--- src/rtl/ffca_pkg.sv ---
`timescale 1ns / 1ps
// ----------------------------------------------------------------------------
// ffca_pkg: shared types and constants of the free-segment allocator
// Command codes, status codes, register indexes and the controller interface.
// ----------------------------------------------------------------------------
package ffca_pkg;

  localparam int unsigned MaxSegments = 16;
  localparam int unsigned SegIdxW     = $clog2(MaxSegments);
  localparam int unsigned SegCntW     = $clog2(MaxSegments + 1);
  localparam int unsigned GranuleLog2 = 4;
  localparam logic [32:0] GranuleBytes = 33'd16;

  localparam logic [1:0] CMD_INIT  = 2'd0;
  localparam logic [1:0] CMD_ALLOC = 2'd1;
  localparam logic [1:0] CMD_FREE  = 2'd2;
  localparam logic [1:0] CMD_NOP   = 2'd3;

  localparam logic [1:0] ST_OK        = 2'd0;
  localparam logic [1:0] ST_TOO_LARGE = 2'd1;
  localparam logic [1:0] ST_NO_FIT    = 2'd2;
  localparam logic [1:0] ST_FULL      = 2'd3;

  localparam logic REG_MEM_START = 1'b0;
  localparam logic REG_MEM_END   = 1'b1;

  // Controller commands to the datapath.
  typedef struct packed {
    logic load;       // capture the incoming transfer
    logic do_init;    // build the single initial segment
    logic scan_step;  // compare entry at the scan index, advance
    logic setup;      // fix the shift plan once the scan has its answer
    logic shift_step; // move one entry for insert or remove
    logic finish;     // apply the final update and form the result
  } ffca_cmd_t;

  // Datapath status to the controller.
  typedef struct packed {
    logic scan_done;  // search has its answer
    logic shift_done; // no more entries to move
  } ffca_sts_t;

  // Round a 32-bit value up to the granule; 33 bits keep the carry.
  function automatic logic [32:0] round_up(input logic [32:0] v);
    logic [32:0] s;
    s = v + GranuleBytes - 33'd1;
    return {s[32:GranuleLog2], {GranuleLog2{1'b0}}};
  endfunction

endpackage

--- src/rtl/ffca_ctrl.sv ---
`timescale 1ns / 1ps
// ----------------------------------------------------------------------------
// ffca_ctrl: allocator sequencer
// Walks each command through capture, table scan, entry shifting and result.
// ----------------------------------------------------------------------------
module ffca_ctrl
  import ffca_pkg::*;
(
  input  logic      clk_i,
  input  logic      rst_ni,
  input  logic      in_valid_i,
  output logic      in_ready_o,
  input  logic      out_ready_i,
  output logic      out_valid_o,
  output ffca_cmd_t cmd_o,
  input  ffca_sts_t sts_i
);

  localparam logic [2:0] S_IDLE  = 3'd0;
  localparam logic [2:0] S_SCAN  = 3'd1;
  localparam logic [2:0] S_SHIFT = 3'd2;
  localparam logic [2:0] S_FIN   = 3'd3;
  localparam logic [2:0] S_OUT   = 3'd4;

  logic [2:0] state_q, state_d;

  always_comb begin
    state_d     = state_q;
    cmd_o       = '0;
    in_ready_o  = 1'b0;
    out_valid_o = 1'b0;
    case (state_q)
      S_IDLE: begin
        in_ready_o = 1'b1;
        if (in_valid_i) begin
          cmd_o.load = 1'b1;
          state_d = S_SCAN;
        end
      end
      S_SCAN: begin
        if (sts_i.scan_done) begin
          cmd_o.setup = 1'b1;
          state_d = S_SHIFT;
        end else begin
          cmd_o.scan_step = 1'b1;
        end
      end
      S_SHIFT: begin
        if (sts_i.shift_done) begin
          state_d = S_FIN;
        end else begin
          cmd_o.shift_step = 1'b1;
        end
      end
      S_FIN: begin
        cmd_o.finish = 1'b1;
        state_d = S_OUT;
      end
      S_OUT: begin
        out_valid_o = 1'b1;
        if (out_ready_i) begin
          state_d = S_IDLE;
        end
      end
      default: state_d = S_IDLE;
    endcase
  end

  always_ff @(posedge clk_i or negedge rst_ni) begin
    if (!rst_ni) begin
      state_q <= S_IDLE;
    end else begin
      state_q <= state_d;
    end
  end

`ifndef ASSERT_OFF
  a_load_idle: assert property (@(posedge clk_i) disable iff (!rst_ni)
    cmd_o.load |=> state_q == S_SCAN) else $error("load did not start scan");
  a_fin_out: assert property (@(posedge clk_i) disable iff (!rst_ni)
    cmd_o.finish |=> out_valid_o) else $error("finish not followed by result");
  a_one_cmd: assert property (@(posedge clk_i) disable iff (!rst_ni)
    $onehot0(cmd_o)) else $error("overlapping datapath commands");
`endif

endmodule

--- config.mk ---
export PLATFORM = sky130hd
export DESIGN_NAME = ffca_ctrl
export DESIGN_NICKNAME = d
export VERILOG_FILES = /design/src/rtl/ffca_pkg.sv /design/src/rtl/ffca_ctrl.sv
export SDC_FILE = /design/constraint.sdc
export NUM_CORES = 1
export LEC_CHECK = 0
export BUFFER_PORTS_ARGS = -buffer_cell sky130_fd_sc_hd__buf_2
export CAP_MARGIN = 20
export CORE_AREA = 2 2 39 41
export DETAILED_ROUTE_END_ITERATION = 10
export DIE_AREA = 0 0 41 43
export PLACE_DENSITY = 0.46
export SLEW_MARGIN = 20
export SYNTH_ARGS = -nofsm -noshare
export SYNTH_HDL_FRONTEND = slang
export SYNTH_SLANG_ARGS = --single-unit
--- constraint.sdc ---
create_clock -name clk_i -period 1.1 [get_ports clk_i]
set_input_delay 0.22 -clock clk_i [delete_from_list [all_inputs] [get_ports clk_i]]
set_output_delay 0.22 -clock clk_i [all_outputs]
set_load 0.005 [all_outputs]
Word-level counts from Yosys, hierarchy flattened
Cells that the tools add are included.
{ "op_classes": {"n_eq_ne": 8, "n_mux": 15, "reduce_logical": 2} }
{ "ops": {"columns": ["op", "count"], "rows": [
  ["3-bit one-hot mux with 5 select lines", 1],
  ["3-bit 2-to-1 mux", 4],
  ["1-bit 2-to-1 mux", 9],
  ["2-bit inequality test, second input constant", 4],
  ["3-bit by 2-bit == test with 1-bit output, second input constant", 2],
  ["4-bit AND reduction", 1],
  ["3-bit by 1-bit == test with 1-bit output, second input constant", 1],
  ["3-bit == test, second input constant", 1],
  ["3-bit logical NOT", 1],
  ["2-bit 2-to-1 mux", 1]
]} }
{ "word_totals": {"regBits": 3, "output_inout_bits": 8} }

Depth between registers and ports, before layout
{ "depth": {"ltp_word": 3, "depth_mapped": 3, "mapped_depth_nobuf": 2} }

Least setup slack after synthesis
No wires, ideal clock.
{ "synth_timing": {"kind": "register to output", "startpoint": "register state_q[2]", "endpoint": "output cmd_o[1] (netlist name)", "arrival_time_ps": 832, "required_ps": 880, "setup_slack_ps": 48, "path_stages_with_launch": 3, "n_path_buf": 1, "cell_sequence": "dfrtp_1 > buf_4 > nor4b_1"} }
{ "synth_lines": {"columns": ["element", "line_no", "text"], "rows": [
  ["start, declared", "ffca_ctrl.sv:25", "logic [2:0] state_q, state_d;"],
  ["start signal, assigned", "ffca_ctrl.sv:73", "state_q <= state_d;"],
  ["end, declared", "ffca_ctrl.sv:15", "output ffca_cmd_t cmd_o,"]
]} }

Final worst setup path
{ "layout_timing": {"startpoint": "register state_q[1]", "endpoint": "output in_ready_o"} }
{ "layout_via": {"elab_chain_cells": 2} }
{ "layout_rtl": {"columns": ["element", "line_no", "text"], "rows": [
  ["3-bit logical NOT", "ffca_ctrl.sv:32", "case (state_q)"],
  ["1-bit 2-to-1 mux", "ffca_ctrl.sv:32", null],
  ["end, declared", "ffca_ctrl.sv:12", "output logic in_ready_o,"]
]} }
No other way between the ends.

==> impl_metrics.env <==
export IMPL_outcome="complete, but fails checks"
export IMPL_violations="negative setup slack"
export IMPL_synth_ff_type="dfrtp_1"
export IMPL_cts_tree="built"
export IMPL_max_freq_mhz=745
export IMPL_leakagePower_nw=0.204
export IMPL_dr_pass1_iters=1
export IMPL_required_ns=0.88
export IMPL_synth_cell_types=18
export IMPL_coreArea_mm2=0.00138
export IMPL_ys_warn_count=0
export IMPL_slew_violations=0
export IMPL_syn_area_um2=235
export IMPL_num_rows=14
export IMPL_antenna_left=0
export IMPL_synth_seq_area_share_pct=31.9
export IMPL_drc=0
export IMPL_critPathSlowestCell="dfrtp_2"
export IMPL_wl_um=604
export IMPL_rsz0062_at_grt="true"
export IMPL_grt_pass1_wl_um=952
export IMPL_crit_type="reg -> out"
export IMPL_ir_worst_vdd_mv=0.845
export IMPL_cts_root_buffer="clkbuf_4"
export IMPL_first_global_vias=228
export IMPL_place_gp_congestion=0.721
export IMPL_ios=14
export IMPL_clockBufferDepth=2
export IMPL_startpoint_type="register"
export IMPL_critPathMaxFanout=8
export IMPL_async_flop_share_pct=100
export IMPL_final_hold_viol_count=0
export IMPL_insertion_delay_ns=0.23
export IMPL_p_per_area_mw_per_mm2=2640
export IMPL_total_power_mw=1.10
export IMPL_min_period_ns=1.34
export IMPL_antenna_found_initial=0
export IMPL_endpoint_kind="output pin"
export IMPL_grt_overflow=0
export IMPL_largest_reg_flops=3
export IMPL_vias_per_cell=4.18
export IMPL_synth_edf_count=0
export IMPL_vias=251
export IMPL_final_setup_viol_count=7
export IMPL_setup_ws_ns=-0.243
export IMPL_yosysTopAreaCell="dfrtp_1"
export IMPL_layout_nets=51
export IMPL_grt_use_total_pct=8.14
export IMPL_final_cell_mix="12 x buf_2, 6 x buf_4, 3 x nor4b_2, 3 x clkbuf_4, 3 x dfrtp_2"
export IMPL_netlist_area_leader_share_pct=31.9
export IMPL_synth_area_top_cells="dfrtp_1 32%, nor4b_1 11%, buf_4 9.6%"
export IMPL_max_stage_delay_ns=0.47
export IMPL_cp_arrival_ns=1.12
export IMPL_syn_nets=30
export IMPL_die_y_um=43
export IMPL_numCtsBuffers=3
export IMPL_largest_register="state_q"
export IMPL_drtIter0Drc=0
export IMPL_finClkSkew_ns=0.00505
export IMPL_grt_max_degree=9
export IMPL_hold_path_class="in -> reg"
export IMPL_crit_chain="buf_4, nor3_1, buf_2"
export IMPL_io_buffer_count=12
export IMPL_antenna_cells=0
export IMPL_maxCapViolCount=0
export IMPL_path_clk_slew_ns=0.04
export IMPL_drive_gt1_share_pct=77.3
export IMPL_syn_avg_cell_area_um2=9.80
export IMPL_hpwl_um=397
export IMPL_hold_slack_ns=0.259
export IMPL_synth_cells=24
export IMPL_ys_seq_elements=3
export IMPL_die_x_um=41
export IMPL_cts_num_sinks=3
export IMPL_final_common_cell="buf_2"
export IMPL_wl_per_cell_um=10.1
export IMPL_final_core_util_pct=30.1
export IMPL_area_growth_pct=77.1
export IMPL_min_period_over_period_pct=122
export IMPL_reg2reg_depth=3
export IMPL_hold_depth=3
export IMPL_h_tree_depth=1
export IMPL_start_util_pct=17.0
export IMPL_die_area_mm2=0.00176
export IMPL_reg_top3="state_q x3"
-- cell type report --
type / count / area (um2)
Inverter: 2 / 7.51
Sequential cell: 3 / 78.8
Fill cell: 156 / 967
Timing Repair Buffer: 20 / 126
Multi-Input combinational cell: 15 / 158
Tap cell: 16 / 20.0
Clock buffer: 4 / 26.3
-- Yosys cell counts (all sizes together), types with 2 or more instances --
master and instances:
buf 4, dfrtp 3, nor4b 3, inv 2
-- kinds of logic (layout without fill, tap and decap cells) --
| group | Yosys count | count (layout) | synth area share [%] |
|---|---|---|---|
| compound gates | 4 | 4 | 13.8 |
| buf+inv | 6 | 26 | 17.5 |
| flops | 3 | 3 | 31.9 |
| mux | 1 | 1 | 4.26 |
| other cells | 1 | 1 | 1.59 |
| simple gates | 9 | 9 | 30.9 |
-- layer usage --
metal / wire length [um] / vias up / track usage [%] / share of wire, %
li1: - / 122 / - / -
met1: 287 / 116 / 11.6 / 48
met2: 268 / 13 / 10.3 / 44
met3: 49 / 0 / 3.14 / 8.1
met4: 0 / 0 / 4.00 / 0
met5: 0 / - / 0 / 0
-- power by group --
group	switching, mW	internal, mW	total, mW
Sequential	0.126	0.171	0.297
Combinational	0.226	0.382	0.608
Clock	0.0600	0.136	0.196
Total	0.412	0.689	1.10
-- critical path, delay by kind of cell, from the launching register on --
kind	cells	cell delay, ns
DFF	1	0.47
and+or+nand+nor	1	0.11
buffers and inverters	2	0.32
-- worst paths after layout --
path	slack [ns]	from	endpoint
worst max-delay path	-0.24	state_q[1]$_DFFE_PN0P_	in_ready_o
worst min-delay path	0.26	out_ready_i	state_q[2]$_DFFE_PN0P_
worst max register to register	0.02	state_q[1]$_DFFE_PN0P_	state_q[0]$_DFFE_PN0P_
worst min register to register	0.69	state_q[2]$_DFFE_PN0P_	state_q[1]$_DFFE_PN0P_
max in group asynchronous	0.67	rst_ni	state_q[0]$_DFFE_PN0P_
min in group asynchronous	0.31	rst_ni	state_q[2]$_DFFE_PN0P_
-- timing repair --
item | 4_1_cts | 5_1_grt
hold buffers | 1 | 0
endpoints found under the hold margin | 3 | 0
buffers inserted | 2 | 0
gates resized for setup | 7 | 4
pin swaps | 5 | 4
endpoints found under the setup margin | 8 | 9
-- through the flow --
step                      setup TNS (ns)  setup WS, ns  instances  area, um2
after floorplan                        0        0.0483         24        235
after global placement            -0.235       -0.0833         53        319
after detailed placement          -0.144       -0.0660         53        319
after CTS                          -1.66        -0.250         60        397
after global routing               -2.10        -0.324         60        417
final                              -1.59        -0.243         60        417
(Power assumes the default switching activity.)
