--- src/rtl/ffca_pkg.sv ---
`timescale 1ns / 1ps
// ----------------------------------------------------------------------------
// ffca_pkg: shared types and constants of the free-segment allocator
// Command codes, status codes, register indexes and the controller interface.
// ----------------------------------------------------------------------------
package ffca_pkg;

  localparam int unsigned MaxSegments = 16;
  localparam int unsigned SegIdxW     = $clog2(MaxSegments);
  localparam int unsigned SegCntW     = $clog2(MaxSegments + 1);
  localparam int unsigned GranuleLog2 = 4;
  localparam logic [32:0] GranuleBytes = 33'd16;

  localparam logic [1:0] CMD_INIT  = 2'd0;
  localparam logic [1:0] CMD_ALLOC = 2'd1;
  localparam logic [1:0] CMD_FREE  = 2'd2;
  localparam logic [1:0] CMD_NOP   = 2'd3;

  localparam logic [1:0] ST_OK        = 2'd0;
  localparam logic [1:0] ST_TOO_LARGE = 2'd1;
  localparam logic [1:0] ST_NO_FIT    = 2'd2;
  localparam logic [1:0] ST_FULL      = 2'd3;

  localparam logic REG_MEM_START = 1'b0;
  localparam logic REG_MEM_END   = 1'b1;

  // Controller commands to the datapath.
  typedef struct packed {
    logic load;       // capture the incoming transfer
    logic do_init;    // build the single initial segment
    logic scan_step;  // compare entry at the scan index, advance
    logic setup;      // fix the shift plan once the scan has its answer
    logic shift_step; // move one entry for insert or remove
    logic finish;     // apply the final update and form the result
  } ffca_cmd_t;

  // Datapath status to the controller.
  typedef struct packed {
    logic scan_done;  // search has its answer
    logic shift_done; // no more entries to move
  } ffca_sts_t;

  // Round a 32-bit value up to the granule; 33 bits keep the carry.
  function automatic logic [32:0] round_up(input logic [32:0] v);
    logic [32:0] s;
    s = v + GranuleBytes - 33'd1;
    return {s[32:GranuleLog2], {GranuleLog2{1'b0}}};
  endfunction

endpackage

--- src/rtl/ffca_dp.sv ---
`timescale 1ns / 1ps
// ----------------------------------------------------------------------------
// ffca_dp: segment table and arithmetic
// Holds the free-segment table, scans it one entry per cycle and shifts
// entries one per cycle for insertion and removal.
// ----------------------------------------------------------------------------
module ffca_dp
  import ffca_pkg::*;
(
  input  logic        clk_i,
  input  logic        rst_ni,
  input  ffca_cmd_t   cmd_i,
  output ffca_sts_t   sts_o,
  input  logic        cfg_we_i,
  input  logic        cfg_idx_i,
  input  logic [31:0] cfg_data_i,
  input  logic [1:0]  command_i,
  input  logic [23:0] request_size_i,
  input  logic [31:0] freed_address_i,
  output logic [31:0] block_address_o,
  output logic [1:0]  status_o
);

  logic [31:0] seg_start_q [MaxSegments];
  logic [31:0] seg_len_q   [MaxSegments];
  logic [SegCntW-1:0] count_q;
  logic [31:0] capacity_q;
  logic [31:0] mem_start_q, mem_end_q;

  logic [1:0]  cmd_q;
  logic [32:0] size_q;     // rounded size, up to 2^24
  logic [31:0] faddr_q;
  logic [SegCntW-1:0] pos_q;   // scan position
  logic [SegCntW-1:0] sh_q;    // shift cursor
  logic        found_q;        // scan ended with a hit; set by alloc only
  logic [31:0] addr_q;
  logic [1:0]  st_q;
  // Shift plan fixed when the scan ends, since shifting rewrites the entries
  // the plan was derived from.
  logic        rm_q, ins_q;
  logic [31:0] mlen_q;         // merged length of a two-sided merge

  // Scan entry: its start and length, and whether the index is inside the table.
  logic [SegIdxW-1:0] pidx;
  logic [31:0] cur_s, cur_l;
  logic        pos_in;
  assign pidx   = pos_q[SegIdxW-1:0];
  assign pos_in = pos_q < count_q;
  assign cur_s  = seg_start_q[pidx];
  assign cur_l  = seg_len_q[pidx];

  // Neighbours for free, valid when the free scan has stopped.
  logic [SegIdxW-1:0] lidx;
  logic [31:0] l_s, l_l;
  logic [32:0] l_end, l_end2, f_end;
  logic        has_l, adj_l, adj_r, adj_both;
  assign lidx  = pidx - 1'b1;
  assign l_s   = seg_start_q[lidx];
  assign l_l   = seg_len_q[lidx];
  assign has_l = pos_q != '0;
  assign l_end = {1'b0, l_s} + {1'b0, l_l};
  assign adj_l = has_l && (l_end == {1'b0, faddr_q});
  assign l_end2 = {1'b0, l_s} + {1'b0, l_l + size_q[31:0]};
  assign adj_both = adj_l && pos_in && (l_end2 == {1'b0, cur_s});
  assign f_end = {1'b0, faddr_q} + size_q;
  assign adj_r = !adj_l && pos_in && (f_end == {1'b0, cur_s});

  // Alloc fit tests on the entry at the scan index.
  logic fit, exact;
  assign fit   = {1'b0, cur_l} >= size_q;
  assign exact = {1'b0, cur_l} == size_q;

  // Which kind of shift the command needs, taken into the plan at setup.
  logic need_remove, need_insert, full;
  assign full        = count_q >= SegCntW'(MaxSegments);
  assign need_remove = (cmd_q == CMD_ALLOC && found_q && exact) ||
                       (cmd_q == CMD_FREE && adj_both);
  assign need_insert = cmd_q == CMD_FREE && !adj_l && !adj_r && !full;

  always_comb begin
    sts_o.scan_done = 1'b1;
    case (cmd_q)
      CMD_ALLOC: sts_o.scan_done = found_q || !pos_in || (st_q == ST_TOO_LARGE);
      CMD_FREE:  sts_o.scan_done = !pos_in || !(faddr_q > cur_s);
      default:   sts_o.scan_done = 1'b1;
    endcase
    // Remove walks the cursor up from the hole; insert walks it down.
    if (rm_q) begin
      sts_o.shift_done = !((sh_q + 1'b1) < count_q);
    end else if (ins_q) begin
      sts_o.shift_done = !(sh_q > pos_q);
    end else begin
      sts_o.shift_done = 1'b1;
    end
  end

  logic [32:0] rs, re, rsz;
  assign rs  = round_up({1'b0, mem_start_q});
  assign re  = round_up({1'b0, mem_end_q});
  assign rsz = (request_size_i == '0) ? GranuleBytes : round_up({9'd0, request_size_i});

  logic [32:0] hdr_end;
  assign hdr_end = rs + GranuleBytes;

  logic [SegIdxW-1:0] shi, shi_n, shi_p;
  assign shi   = sh_q[SegIdxW-1:0];
  assign shi_n = shi + 1'b1;
  assign shi_p = shi - 1'b1;

  always_ff @(posedge clk_i) begin
    if (cmd_i.do_init && re > hdr_end) begin
      seg_start_q[0] <= hdr_end[31:0];
      seg_len_q[0]   <= 32'(re - hdr_end);
    end
    if (cmd_i.shift_step) begin
      if (rm_q) begin
        seg_start_q[shi] <= seg_start_q[shi_n];
        seg_len_q[shi]   <= seg_len_q[shi_n];
      end else begin
        seg_start_q[shi] <= seg_start_q[shi_p];
        seg_len_q[shi]   <= seg_len_q[shi_p];
      end
    end
    if (cmd_i.finish) begin
      if (cmd_q == CMD_ALLOC && found_q && !rm_q) begin
        seg_start_q[pidx] <= cur_s + size_q[31:0];
        seg_len_q[pidx]   <= cur_l - size_q[31:0];
      end else if (cmd_q == CMD_FREE) begin
        if (rm_q) begin
          seg_len_q[lidx] <= mlen_q;
        end else if (adj_l) begin
          seg_len_q[lidx] <= l_l + size_q[31:0];
        end else if (adj_r) begin
          seg_start_q[pidx] <= faddr_q;
          seg_len_q[pidx]   <= cur_l + size_q[31:0];
        end else if (!full) begin
          seg_start_q[pidx] <= faddr_q;
          seg_len_q[pidx]   <= size_q[31:0];
        end
      end
    end
  end

  always_ff @(posedge clk_i) begin
    if (cmd_i.load) begin
      cmd_q   <= command_i;
      size_q  <= rsz;
      faddr_q <= freed_address_i;
    end
  end

  always_ff @(posedge clk_i or negedge rst_ni) begin
    if (!rst_ni) begin
      count_q     <= '0;
      capacity_q  <= '0;
      mem_start_q <= 32'd0;
      mem_end_q   <= 32'd65536;
      pos_q       <= '0;
      sh_q        <= '0;
      found_q     <= 1'b0;
      addr_q      <= '0;
      st_q        <= ST_OK;
      rm_q        <= 1'b0;
      ins_q       <= 1'b0;
      mlen_q      <= '0;
    end else begin
      if (cfg_we_i) begin
        if (cfg_idx_i == REG_MEM_START) mem_start_q <= cfg_data_i;
        else                            mem_end_q   <= cfg_data_i;
      end
      if (cmd_i.load) begin
        pos_q   <= '0;
        found_q <= 1'b0;
        addr_q  <= '0;
        st_q    <= ST_OK;
        if (command_i == CMD_ALLOC && rsz > {1'b0, capacity_q}) begin
          st_q <= ST_TOO_LARGE;
        end
        if (command_i == CMD_INIT) begin
          count_q    <= '0;
          capacity_q <= '0;
        end
      end
      if (cmd_i.do_init && re > hdr_end) begin
        count_q    <= SegCntW'(1);
        capacity_q <= 32'(re - hdr_end);
      end
      if (cmd_i.scan_step) begin
        if (cmd_q == CMD_ALLOC && fit) begin
          found_q <= 1'b1;
          addr_q  <= cur_s;
        end else begin
          pos_q <= pos_q + 1'b1;
        end
      end
      // Cursor and shift plan are fixed as the scan finishes.
      if (cmd_i.setup) begin
        sh_q   <= need_remove ? pos_q : count_q;
        rm_q   <= need_remove;
        ins_q  <= need_insert;
        mlen_q <= l_l + size_q[31:0] + cur_l;
      end
      if (cmd_i.shift_step) begin
        sh_q <= rm_q ? sh_q + 1'b1 : sh_q - 1'b1;
      end
      if (cmd_i.finish) begin
        if (rm_q) count_q <= count_q - 1'b1;
        if (ins_q) count_q <= count_q + 1'b1;
        if (cmd_q == CMD_ALLOC && st_q == ST_OK && !found_q) st_q <= ST_NO_FIT;
        if (cmd_q == CMD_FREE && !adj_l && !adj_r && full) st_q <= ST_FULL;
      end
    end
  end

  assign block_address_o = addr_q;
  assign status_o        = st_q;

`ifndef ASSERT_OFF
  a_count_max: assert property (@(posedge clk_i) disable iff (!rst_ni)
    count_q <= SegCntW'(MaxSegments)) else $error("segment count overflow");
  a_addr_ok: assert property (@(posedge clk_i) disable iff (!rst_ni)
    (st_q != ST_OK) |-> addr_q == '0) else $error("address on failed status");
  a_scan_bound: assert property (@(posedge clk_i) disable iff (!rst_ni)
    cmd_i.scan_step |-> pos_in) else $error("scan beyond table");
`endif

endmodule

--- config.mk ---
export PLATFORM = sky130hd
export DESIGN_NAME = ffca_dp
export DESIGN_NICKNAME = d
export VERILOG_FILES = /design/src/rtl/ffca_pkg.sv /design/src/rtl/ffca_dp.sv
export SDC_FILE = /design/constraint.sdc
export NUM_CORES = 2
export LEC_CHECK = 0
export BUFFER_PORTS_ARGS = -buffer_cell sky130_fd_sc_hd__buf_2
export CAP_MARGIN = 30
export CORE_ASPECT_RATIO = 1.4
export CORE_UTILIZATION = 55
export CTS_CLUSTER_DIAMETER = 40
export DETAILED_ROUTE_END_ITERATION = 16
export PLACE_DENSITY = 0.8
export SETUP_SLACK_MARGIN = 0.4
export SKIP_LAST_GASP = 1
export SLEW_MARGIN = 25
export SYNTH_ARGS = -nofsm -noshare
export SYNTH_HDL_FRONTEND = slang
export SYNTH_SLANG_ARGS = --single-unit
--- constraint.sdc ---
create_clock -name clk_i -period 11.3 [get_ports clk_i]
set_input_delay 1.695 -clock clk_i [delete_from_list [all_inputs] [get_ports clk_i]]
set_output_delay 1.695 -clock clk_i [all_outputs]
set_load 0.03 [all_outputs]
== After elaboration in Yosys (flattened, before gate mapping) ==
Memories as Yosys holds them, arrays and structs flattened.
Cells that the tools add are included.
Word-level totals
  register bits: 247
  memory bits (writable): 1024
  input port bits: 100
  output and inout port bits: 36
  logic and storage cells: 184
  memories kept: 2
Operators by class
  add/sub/neg operators: 24
  $lt $le $gt $ge: 8
  equality and inequality tests: 8
  muxes and demuxes: 77
  bitwise logic cells: 8
  reductions and logical operators: 42
Memory list
  seg_len_q: words 16, width 32, read ports 4, clocked after memory_dff 0, write ports 3, RTL line ffca_dp.sv:25  | logic [31:0] seg_len_q [MaxSegments];
  seg_start_q: words 16, width 32, read ports 4, clocked after memory_dff 0, write ports 3, RTL line ffca_dp.sv:24  | logic [31:0] seg_start_q [MaxSegments];
Operator list (count)
  2-to-1 mux 32 bit: 14
  adder 32 bit: 4
  equality test 33 x 32 -> 1 bit: 3
  adder 32 x 32 -> 33 bit: 2
  adder 32 x 5 -> 33 bit, second input constant: 2
  subtractor 33 x 1 -> 33 bit, second input constant: 2
  2-to-1 mux 5 bit: 13
  subtractor 32 bit: 2
  2-to-1 mux 1 bit: 43
  adder 32 x 33 -> 33 bit: 1
  adder 33 x 5 -> 33 bit, second input constant: 1
  equality test 32 x 33 -> 1 bit: 1
  greater-or-equal comparator 32 x 33 -> 1 bit: 1
  > comparator 33 x 32 -> 1 bit: 1
  > comparator 33 bit: 1
  2-to-1 mux 33 bit: 1
  > comparator 32 bit: 1
  OR reduction 32 bit: 1
  subtractor 25 x 1 -> 26 bit, second input constant: 1
  adder 24 x 5 -> 25 bit, second input constant: 1
  zero test 24 bit: 1
  logical AND 1 bit: 18
  adder 5 x 1 -> 5 bit, second input constant: 3
  < comparator 5 bit: 2
  other kinds (18): 47

== Logic depth before layout (Yosys ltp) ==
An unclocked memory read counts as a cell.
  depth in word-level cells: 18
  mapped depth: 46
  depth with buffers taken out: 34

== Worst setup path before layout ==
OpenSTA, ideal clock, no wires.
  path kind: register to register
  from: register pos_q[0]
  to: memory seg_len_q[2][30], data pin
  setup time: 0.276 ns
  arrival: 10.911 ns
  data required time: 11.024 ns
  slack: 0.113 ns
  cell stages (with the launch flop): 45
  path buffers: 14
  clock period less this slack: 11.187 ns
  cells stage by stage: dfrtp_1 > buf_4 > inv_1 > buf_2 > buf_2 > buf_4 > ha_1 > clkbuf_1 > buf_1 > clkbuf_1 > clkbuf_1 > clkbuf_1 > clkbuf_1 > clkbuf_1 > mux4_2 > mux4_2 > ha_1 > buf_2 > [9 not listed] > clkbuf_1 > a21o_1 > inv_1 > fa_1 > nor2b_1 > o21ai_0 > a31oi_1 > o211ai_1 > a21boi_0 > nor2_1 > a2111o_1 > nand3_1 > nand2_1 > a311oi_1 > nor3_1 > a221oi_1 > buf_2 > mux2i_1
RTL lines
  start: declaration: RTL line ffca_dp.sv:33  | logic [SegCntW-1:0] pos_q;
  start signal: assignment: RTL line ffca_dp.sv:193  | pos_q <= pos_q + 1'b1;
  end: declaration: RTL line ffca_dp.sv:25

==> flow_summary.toml <==
[global_route]
gr-usage-all-layers = 0.4342
first_global_vias = 84820
grt_max_degree = 205
globalRouteOverflowTotal = 0
grt_first_pass_wirelength_um = 578200
grt_antenna_before_repair = 42

[clocking]
clock_tree.buffer_depth = 3
numCtsBuffers = 162
clock_insertion_delay_worst_skew_ps = 900
cts.sink_count = 1255
clock_tree.root_cell = "sky130_fd_sc_hd__clkbuf_16"
cts_hold_buffers = 0
ctsHtreeMaxLevel = 4
clk_pin_slew_worst_paths_ps = 60
cts_tree = "yes"

[floorplan]
dieHeight_um = 508.9
core.rowCount = 185
initial_utilization = 0.5548
coreArea_um2 = 181900
io-pin-count = 136
dieArea_um2 = 185300
die_width_um = 364.1

[run_status]
run_status = "complete, no violations"

[critical_path]
critical_path_peak_fanout = 33
timing.critical_path.to_type = "register"
worstRegToRegCells = 36
cp-startpoint = "pos_q[3]"
timing.critical_path.required_ps = 11880
critical_path_arrival_ps = 10970
critical-path-top-cell-by-count = "sky130_fd_sc_hd__buf_4"
cell_with_the_biggest_individual_delay_on_the_critical_path = "sky130_fd_sc_hd__dfrtp_4"
r2r_start = "pos_q[3]"
critical_path.max_stage_delay_ps = 810
setup.worst_path.start_class = "register"
critPathKind = "register to register"

[timing]
timing_hold_violations_final = 0
fin_worst_skew_ps = 87.76
unrepaired_setup_endpoints_after_global_routing = "false"
post-route-min-period_ps = 10400
final-setup-viol-count = 0
final-max-slew-violation-count = 0
layout_worst_path_cycle_share = 0.9200
slew_headroom = 0.1981
worst_slew_pin_slew_ps = 1203
fin_tns_setup_ps = 0
fmax_mhz = 96.19

[power_and_ir_drop]
power-per-cell-area_nw_per_um2 = 367.3
total_power_uw = 40660
p_leak_uw = 0.04254
vdd_drop_max_mv = 0.3602

[synth]
ys_types = 110
synth-edff-count = 1079
synth_warnings = 0
yosys-top-cells-area = "sky130_fd_sc_hd__edfxtp_1 32%, sky130_fd_sc_hd__mux4_2 20%, sky130_fd_sc_hd__mux2i_1 8.4%"
synth_largest_type_area_fraction = 0.3210
synth.ff_latch_count = 1255
synthMostInstantiatedCell = "sky130_fd_sc_hd__edfxtp_1"
synth_top_cells_by_count = "1079 x sky130_fd_sc_hd__edfxtp_1, 998 x sky130_fd_sc_hd__a21oi_1, 976 x sky130_fd_sc_hd__nor2_1"
async_flop_share = 0.1402
synth_seq_area_share = 0.3646
synthFlopType = "sky130_fd_sc_hd__edfxtp_1"
synthesis.area_um2 = 100900
synth_area_leader_cell = "sky130_fd_sc_hd__edfxtp_1"
post_synth_inst_count = 8817
syn-num-nets = 9236
syn-mean-instance-area_um2 = 11.45

[place]
finalWeightedCongestion = 1.070
placed_area_um2 = 104800
place.detailed.hpwl_um = 263900
buffer_ports.inserted = 135

[finish]
num-fill-cells = 13830
final_area_um2 = 110700
area.growth.synth_to_final_pct = 9.678
post_route_cells_drive_above_1_share = 0.2354
multiInputGateArea_um2 = 60960
fin_nets = 9124
seqCellArea_um2 = 36830

[worst_hold_path]
hold_path_class = "register to register"
whs_path_depth = 2
hold_start = "mlen_q[9]"

[drt]
ant_nets = 0
drt-total-wl_um = 406400
dr.first_iter.drc_count = 15580
wire_length_per_cell_after_detailed_routing_um = 35.98
first_pass_iters = 9
number_of_vias_in_the_routed_layout = 86960
avgViaCountPerCell = 7.698
drc_errors = 0

[job]
maxCapViolations = 0
-- metal layers --
layer,track usage,share of wire,vias to the layer above
li1,-,-,34130
met1,0.4959,0.30,41640
met2,0.6343,0.42,8549
met3,0.1568,0.16,2616
met4,0.3989,0.12,24
met5,0,0.00040,-
-- kinds of logic after synthesis --
logic type / after synthesis / share of synthesized area
buffers and inverters: 925 / 0.03892
XOR/XNOR: 367 / 0.03212
adder cells (fa/ha/maj): 320 / 0.04016
AO/OA/AOI/OAI: 1867 / 0.1115
flip-flops: 1255 / 0.3646
AND/OR/NAND/NOR: 2050 / 0.09165
multiplexers: 2033 / 0.3210
-- critical path: cells and delay by family, from the launching register on --
family                   cells  cell delay, ps
AO/OA/AOI/OAI               13            3110
XOR/XNOR                     3             780
adder cells (fa/ha/maj)      3            1040
buffers and inverters        6            1260
flip-flops                   1             810
multiplexers                 3            1030
AND/OR/NAND/NOR              8            2030
-- repair_timing --
item                       CTS  global route
setup endpoints to repair    0           208
setup buffers                0             3
resized for setup            0             7
-- flip-flops by register name (all words and copies together), names as in the netlist, 5 cells and up --
signal,cells
mem_end_q,32
block_address_o,32
seg_start_q,512
size_q,21
mlen_q,32
pos_q,5
count_q,5
capacity_q,28
sh_q,5
mem_start_q,32
faddr_q,32
seg_len_q,512
-- worst paths after layout --
path | end | slack, ps
min in group asynchronous | block_address_o[2] | 820
max reg2reg | seg_len_q[12][27] | 900
min | mlen_q[9] | 480
max in group asynchronous | mem_end_q[16] | 9090
max | seg_len_q[12][27] | 900
min reg2reg | mlen_q[9] | 480
-- power breakdown --
| group | total (µW) | switching (µW) | internal, µW |
|---|---|---|---|
| logic | 27500 | 17100 | 10400 |
| clock network | 5310 | 2340 | 2980 |
| registers | 7870 | 650 | 7220 |
-- area by class of cell --
class                   instances  area share
clock inverters               116     0.01210
inverters                     167    0.005730
repair buffers                482     0.03329
well taps                    2431     0.02747
diodes                         19   0.0004295
clock buffers                 189     0.03771
multi-input cells            6637      0.5506
flip-flops and latches       1255      0.3326
-- placed cells by master (no fill, tap or decap), drive strengths merged, types with 89 or more instances in the layout --
master / netlist / layout
a211oi: 169 / 169
edfxtp: 1079 / 1079
mux2i: 853 / 853
ha: 312 / 312
a21oi: 1000 / 1000
mux2: 253 / 253
o21ai: 224 / 224
inv: 166 / 200
xor2: 127 / 127
a21o: 89 / 89
clkbuf: 475 / 191
nor2: 977 / 977
nand2: 408 / 408
nand3: 129 / 129
xnor2: 238 / 238
mux4: 927 / 927
dfrtp: 175 / 175
buf: 282 / 480
-- metrics by stage --
stage	setup slack, ps	std cells	hold slack [ps]	utilization
finish	903.7	11300	482.1	0.6085
global route	412.7	11280	506.9	0.6083
CTS	767.0	11260	481.7	0.6065
detailed placement	786.2	10960	471.5	0.5762
global placement	729.9	10920	461.1	0.5741
floorplan	428.0	8817	448.1	-
(Power assumes the default switching activity.)
